<file path="config.mk">
export PLATFORM = sky130hd
export DESIGN_NAME = mss_ctrl
export DESIGN_NICKNAME = d
export VERILOG_FILES = /design/src/rtl/mss_pkg.sv /design/src/rtl/mss_ctrl.sv
export SDC_FILE = /design/constraint.sdc
export NUM_CORES = 1
export LEC_CHECK = 0
export ABC_AREA = 1
export ABC_CLOCK_PERIOD_IN_PS = 2650
export BUFFER_PORTS_ARGS = -buffer_cell sky130_fd_sc_hd__buf_2
export CAP_MARGIN = 20
export CORE_AREA = 2 2 39 41
export CTS_BUF_LIST = sky130_fd_sc_hd__clkbuf_16
export DETAILED_ROUTE_END_ITERATION = 8
export DIE_AREA = 0 0 41 43
export PLACE_DENSITY = 0.78
export SYNTH_ARGS = -nofsm -noshare
export SYNTH_HDL_FRONTEND = slang
export SYNTH_SLANG_ARGS = --single-unit
</file>
<file path="constraint.sdc">
create_clock -name clk -period 2.65 [get_ports clk]
set_clock_uncertainty 0.05 [all_clocks]
set_input_delay 0.1325 -clock clk [delete_from_list [all_inputs] [get_ports clk]]
set_output_delay 0.1325 -clock clk [all_outputs]
set_load 0.005 [all_outputs]
</file>
<file path="src/rtl/mss_pkg.sv">
// Package with the types, constants and tables of the isoline segment block.
`default_nettype none
package mss_pkg;

	localparam int MAX_COLS = 1024;
	localparam int COL_W    = $clog2(MAX_COLS);
	localparam int CNT_W    = COL_W + 1;
	localparam int ROW_W    = 16;
	localparam int DATA_W   = 32;
	localparam int SMP_W    = DATA_W + 1;
	localparam int MAG_W    = DATA_W + 1;
	localparam int PROD_W   = 64;
	localparam int DCNT_W   = $clog2(PROD_W);
	localparam int COORD_W  = 52;
	localparam int SUM_W    = 66;
	localparam int IDX_W    = 3;

	typedef enum logic [IDX_W-1:0] {
		REG_ISO, REG_COLS, REG_ROWS, REG_OX, REG_OY, REG_SX, REG_SY
	} reg_idx_t;

	typedef enum logic [3:0] {
		S_IDLE, S_CELL, S_SETUP, S_MUL, S_DINIT, S_DIV, S_POST1, S_POST2, S_EMIT
	} state_t;

	typedef enum logic [1:0] {
		EDGE_BOTTOM, EDGE_RIGHT, EDGE_TOP, EDGE_LEFT
	} edge_t;

	typedef struct packed {
		logic       load_in;
		logic       evaluate;
		logic       setup;
		logic       mul;
		logic       dinit;
		logic       dstep;
		logic       post1;
		logic       post2;
		logic       emit;
		logic       last;
		logic [1:0] ep;
	} cmd_t;

	typedef struct packed {
		logic [1:0] nseg;
		logic       div_done;
		logic       out_free;
	} sts_t;

	// Edge list per corner case, endpoint 0 in the low bits.
	localparam logic [7:0] SEG_TABLE [16] = '{
		8'h00, 8'h0E, 8'h09, 8'h0D, 8'h04, 8'h9C, 8'h08, 8'h0C,
		8'h03, 8'h08, 8'hB4, 8'h04, 8'h0D, 8'h09, 8'h0B, 8'h00
	};

	function automatic logic [1:0] seg_count(input logic [3:0] kase);
		logic [1:0] n;
		case (kase)
			4'd0, 4'd15: n = 2'd0;
			4'd5, 4'd10: n = 2'd2;
			default:     n = 2'd1;
		endcase
		return n;
	endfunction

	function automatic edge_t seg_edge(input logic [3:0] kase, input logic [1:0] ep);
		logic [7:0] row;
		row = SEG_TABLE[kase];
		return edge_t'(row[2*ep +: 2]);
	endfunction

	function automatic logic signed [DATA_W-1:0] sat32(input logic signed [SUM_W-1:0] v);
		logic signed [SUM_W-1:0] hi;
		logic signed [SUM_W-1:0] lo;
		hi = SUM_W'({1'b0, {(DATA_W-1){1'b1}}});
		lo = ~hi;
		if (v > hi) return hi[DATA_W-1:0];
		else if (v < lo) return lo[DATA_W-1:0];
		else return v[DATA_W-1:0];
	endfunction

endpackage
`default_nettype wire

</file>
<file path="src/rtl/mss_ctrl.sv">
// Controller state machine that sequences cell setup, endpoint arithmetic and output.
`default_nettype none
module mss_ctrl import mss_pkg::*; (
	input  wire logic clk,
	input  wire logic arst_n,
	input  wire logic in_valid,
	output logic      in_ready,
	input  sts_t      sts,
	output cmd_t      cmd
);

	state_t     state_q, state_d;
	logic [1:0] ep_q, ep_d;
	logic [1:0] nseg_q, nseg_d;
	logic       last;

	always_ff @(posedge clk or negedge arst_n) begin
		if (!arst_n) begin
			state_q <= S_IDLE;
			ep_q    <= '0;
			nseg_q  <= '0;
		end else begin
			state_q <= state_d;
			ep_q    <= ep_d;
			nseg_q  <= nseg_d;
		end
	end

	assign last = ep_q[1] || (nseg_q == 2'd1);

	always_comb begin
		state_d  = state_q;
		ep_d     = ep_q;
		nseg_d   = nseg_q;
		in_ready = 1'b0;
		cmd      = '0;
		cmd.ep   = ep_q;
		cmd.last = last;
		case (state_q)
			S_IDLE: begin
				in_ready = 1'b1;
				if (in_valid) begin
					cmd.load_in = 1'b1;
					state_d     = S_CELL;
				end
			end
			S_CELL: begin
				cmd.evaluate = 1'b1;
				nseg_d       = sts.nseg;
				ep_d         = '0;
				state_d      = (sts.nseg == 2'd0) ? S_IDLE : S_SETUP;
			end
			S_SETUP: begin
				cmd.setup = 1'b1;
				state_d   = S_MUL;
			end
			S_MUL: begin
				cmd.mul = 1'b1;
				state_d = S_DINIT;
			end
			S_DINIT: begin
				cmd.dinit = 1'b1;
				state_d   = S_DIV;
			end
			S_DIV: begin
				cmd.dstep = 1'b1;
				if (sts.div_done) state_d = S_POST1;
			end
			S_POST1: begin
				cmd.post1 = 1'b1;
				state_d   = S_POST2;
			end
			S_POST2: begin
				cmd.post2 = 1'b1;
				if (!ep_q[0]) begin
					ep_d    = ep_q + 2'd1;
					state_d = S_SETUP;
				end else begin
					state_d = S_EMIT;
				end
			end
			S_EMIT: begin
				if (sts.out_free) begin
					cmd.emit = 1'b1;
					if (last) begin
						state_d = S_IDLE;
					end else begin
						ep_d    = ep_q + 2'd1;
						state_d = S_SETUP;
					end
				end
			end
			default: state_d = S_IDLE;
		endcase
	end

endmodule
`default_nettype wire

</file>
Word level (Yosys, flattened, before mapping)

Cells that the tools add are included.
Widths: inputs -> output; s select.

Add/sub/neg operators: 1
Equality and inequality tests: 14
Multiplexer cells: 23
Reduce and logical (&&, ||, !) cells: 7

Operator list:

| cell                | count |
|---|---|
| $pmux 4 s9          | 1 |
| $eq 4x3->1 const B  | 4 |
| $mux 4              | 4 |
| $mux 1              | 12 |
| $mux 2              | 5 |
| $ne 2x2->1 const B  | 5 |
| $eq 4x2->1 const B  | 2 |
| $pmux 2 s3          | 1 |
| $reduce_and 3->1    | 2 |
| $eq 4x1->1 const B  | 1 |
| $eq 4x4->1 const B  | 1 |
| $logic_not 4->1     | 1 |
| $reduce_and 4->1    | 1 |
| $reduce_bool 3->1   | 1 |
| $add 2x1->2 const B | 1 |
| $eq 2x1->1 const B  | 1 |
| $logic_not 2->1     | 1 |
| $logic_or 1x1->1    | 1 |

Flip-flop bits (word level): 8
Word-level logic and storage cells: 49

Logic depth before layout (Yosys ltp)

Depth in word-level cells: 5
Gate-level depth with buffers: 8

Worst setup path after synthesis

OpenSTA, ideal clock, no wires.

Path type: register to register
Start point: reg state_q[0]
End point: reg ep_q[1]
Library setup time: 117 ps
Arrival time: 991 ps
Required time: 2,483 ps
Path slack: 1,492 ps
Stages on the path, launching flop included: 9
Period minus slack after synthesis: 1,158 ps
Cells stage by stage: dfrtp_1 inv_2 nand2_2 nor2_2 nand2_1 nand2_2 nand2_1 nand2_1 nand2_1

Cells in the longest elaborated chain, start to end: 3

Ends and longest elaborated chain:

| item                                                      | RTL line       | RTL |
|---|---|---|
| start, declared                                           | mss_ctrl.sv:12 | `state_t state_q, state_d;` |
| start signal, assigned                                    | mss_ctrl.sv:23 | `state_q <= state_d;` |
| $eq 4x4->1 (tied with other cells)                        | mss_ctrl.sv:39 | `case (state_q)` |
| $ne 2x2->1 (no line) or $reduce_bool 3->1 (tied branches) | --             |  |
| $reduce_and 4->1 (no line)                                | --             |  |
| end signal, assigned                                      | mss_ctrl.sv:24 | `ep_q <= ep_d;` |
| end, declared                                             | mss_ctrl.sv:13 | `logic [1:0] ep_q, ep_d;` |

Parallel ways exist; a longest one is shown, timed or not.
A chain may end at the register's enable or synchronous reset.

==> impl_metrics.yaml <==
status:
  status: "complete, no violations"
critical_path:
  worstSetupStartpointType: "flop"
  cp_max_fo: 5
  cp.arrival_ns: 1.23
  crit_required_ns: 2.47
  setup.worst_path.class: "flop to output pin"
  cp-end-kind: "output pin"
route:
  firstDrtPassIters: 4
  drc: 0
  dr_total_vias: 625
  wl_per_cell_um: 11.9
  routed_wl_um: 1480
  vias_per_cell: 5.04
  drtIter0Drc: 20
  antenna_left: 0
placed_design:
  io_buffers: 19
  dpl_cell_area_um2: 668
  hpwlAfterDp_um: 1030
  dp_slack_ns: 1.36
  place.gp.congestion: 0.860
floorplanning:
  fp.dieW_um: 41
  die-area_um2: 1760
  io_pins: 20
  die_y_um: 43
  rows: 14
  start_util: 0.405
  core_area_um2: 1380
synth:
  synth_top_area_cell: "dfrtp_1"
  synth.top_cell.area_share: 0.357
  ys_types: 16
  synth_fp_nets: 94
  netlist_area_um2: 561
  synth.yosys.warnings: 0
  synth-seq-cells: 8
  ys_seq_area_frac: 0.357
  synth_cells: 86
  synth_area_leaders: "dfrtp_1 (36%), nand2_1 (14%), nand3_1 (9.8%), nor2_1 (8.7%), inv_1 (7.4%)"
  synth_area_per_cell_um2: 6.52
layout:
  final_cell_mix: "nand2_1 (21), buf_2 (19), nor2_1 (13)"
  fin_nets: 118
  final_common_cell: "nand2_1"
  drive_gt1_frac: 0.324
  fin_area_um2: 753
  diodes: 0
  syn2layout_area_growth_pct: 34.4
  nFillCells: 134
flow_run:
  max_cap_viol_count: 0
clock_tree:
  clockBufferDepth: 2
  cts_sinks: 8
  clk_pin_slew_ns: 0.04
  h-tree-depth: 1
  insertion_delay_ns: 0.23
  numCtsBuffers: 3
  cts_setup_buffers: 0
  cts_tree: "built"
  ctsRootBufferMaster: "clkbuf_16"
sta:
  max_freq_mhz: 706
  setup_tns_ns: 0
  worst_pin_slew_ns: 0.248
  period_share: 0.535
  rsz0062_at_grt: "false"
  relSlewSlack: 0.834
  hold_viol_final: 0
  finalSetupViolCount: 0
  worst_slack_ns: 1.23
  post-route-min-period_ns: 1.42
  slew_viol_final: 0
global_route:
  grt_max_degree: 9
  grt_pass1_wl_um: 2350
  grt_overflow_total: 0
  grt_usage: 0.202
  grt_antenna_before_repair: 0
  grt_pass1_vias: 555
power:
  irDropWorstVdd_mv: 0.574
  power_density_nw_per_um2: 1210
  leakage_nw: 0.455
min_path:
  hp-class: "input pin to flop"
[sequential cells by signal (all words and copies together) (netlist names)]
signal	count
ep_q	2
nseg_q	2
state_q	4
[worst max-delay path: stages (launching register included)]
cell     delay (ns)
dfrtp_1        0.41
nor2_1         0.24
nand3_1        0.15
inv_1          0.09
buf_2          0.11
[per-stage QoR]
step	utilization	std cells	power [W]	hold WS, ns
3_5_place_dp	0.483	120	0.000636	-0.0648
3_3_place_gp	0.483	120	0.000629	-0.0652
2_1_floorplan	-	86	0.000515	-0.213
4_1_cts	0.544	124	0.000911	0.154
6_report	0.544	124	0.000912	0.150
5_1_grt	0.544	124	0.000982	0.186
[cell type report]
class / count / area (um^2) / area share
Sequential cell: 8 / 200 / 0.266
Inverter: 15 / 56.3 / 0.0748
Timing Repair Buffer: 20 / 105 / 0.140
Multi-Input combinational cell: 62 / 297 / 0.394
Tap cell: 16 / 20.0 / 0.0266
Clock buffer: 3 / 75.1 / 0.0997
[logic make-up after synthesis]
kind of cell	after synthesis	synth area share
AOI/OAI and AO/OA	3	0.0268
buffers and inverters	16	0.114
DFF	8	0.357
adders and majority gates	1	0.0223
and+or+nand+nor	58	0.480
[path summary, 6_finish.rpt]
kind / from / end / slack, ns / cells past startpoint
min in group asynchronous: arst_n / nseg_q[0] / 0.23 / 2
worst min-delay path: sts[3] / nseg_q[1] / 0.15 / 3
worst min register to register: ep_q[1] / ep_q[1] / 0.47 / 2
worst max-delay path: state_q[3] / cmd[9] / 1.23 / 4
max in group asynchronous: arst_n / state_q[2] / 2.16 / 2
worst max register to register: state_q[0] / ep_q[0] / 1.33 / 8
[cells in the mapped netlist]
master and count:
dfrtp_1 8, buf_4 1, nand3_2 1, nand2_1 21, inv_1 11, nand4_1 1, nand2_2 4, nand3_1 11
nor3_1 3, ha_1 1, nor2_2 3, nor2_4 1, nor2_1 13, inv_2 4, a21oi_1 1, o21ai_0 2
[power breakdown]
group	switching [W]	internal (W)
registers	0.0000506	0.000172
logic	0.000283	0.000153
clock network	0.0000593	0.000195
[repair_timing]
action                                 4_1_cts  5_1_grt
hold buffers                                 1        0
gates resized for setup                      0        0
endpoints found under the hold margin        8        0
[metal layers]
metal | track usage | vias to the layer above | wire (um)
met2 | 0.313 | 33 | 721
met1 | 0.234 | 265 | 590
met4 | 0.100 | 0 | 57
li1 | - | 317 | -
met3 | 0.0733 | 10 | 108
met5 | 0 | - | 0
(Power assumes the default switching activity.)
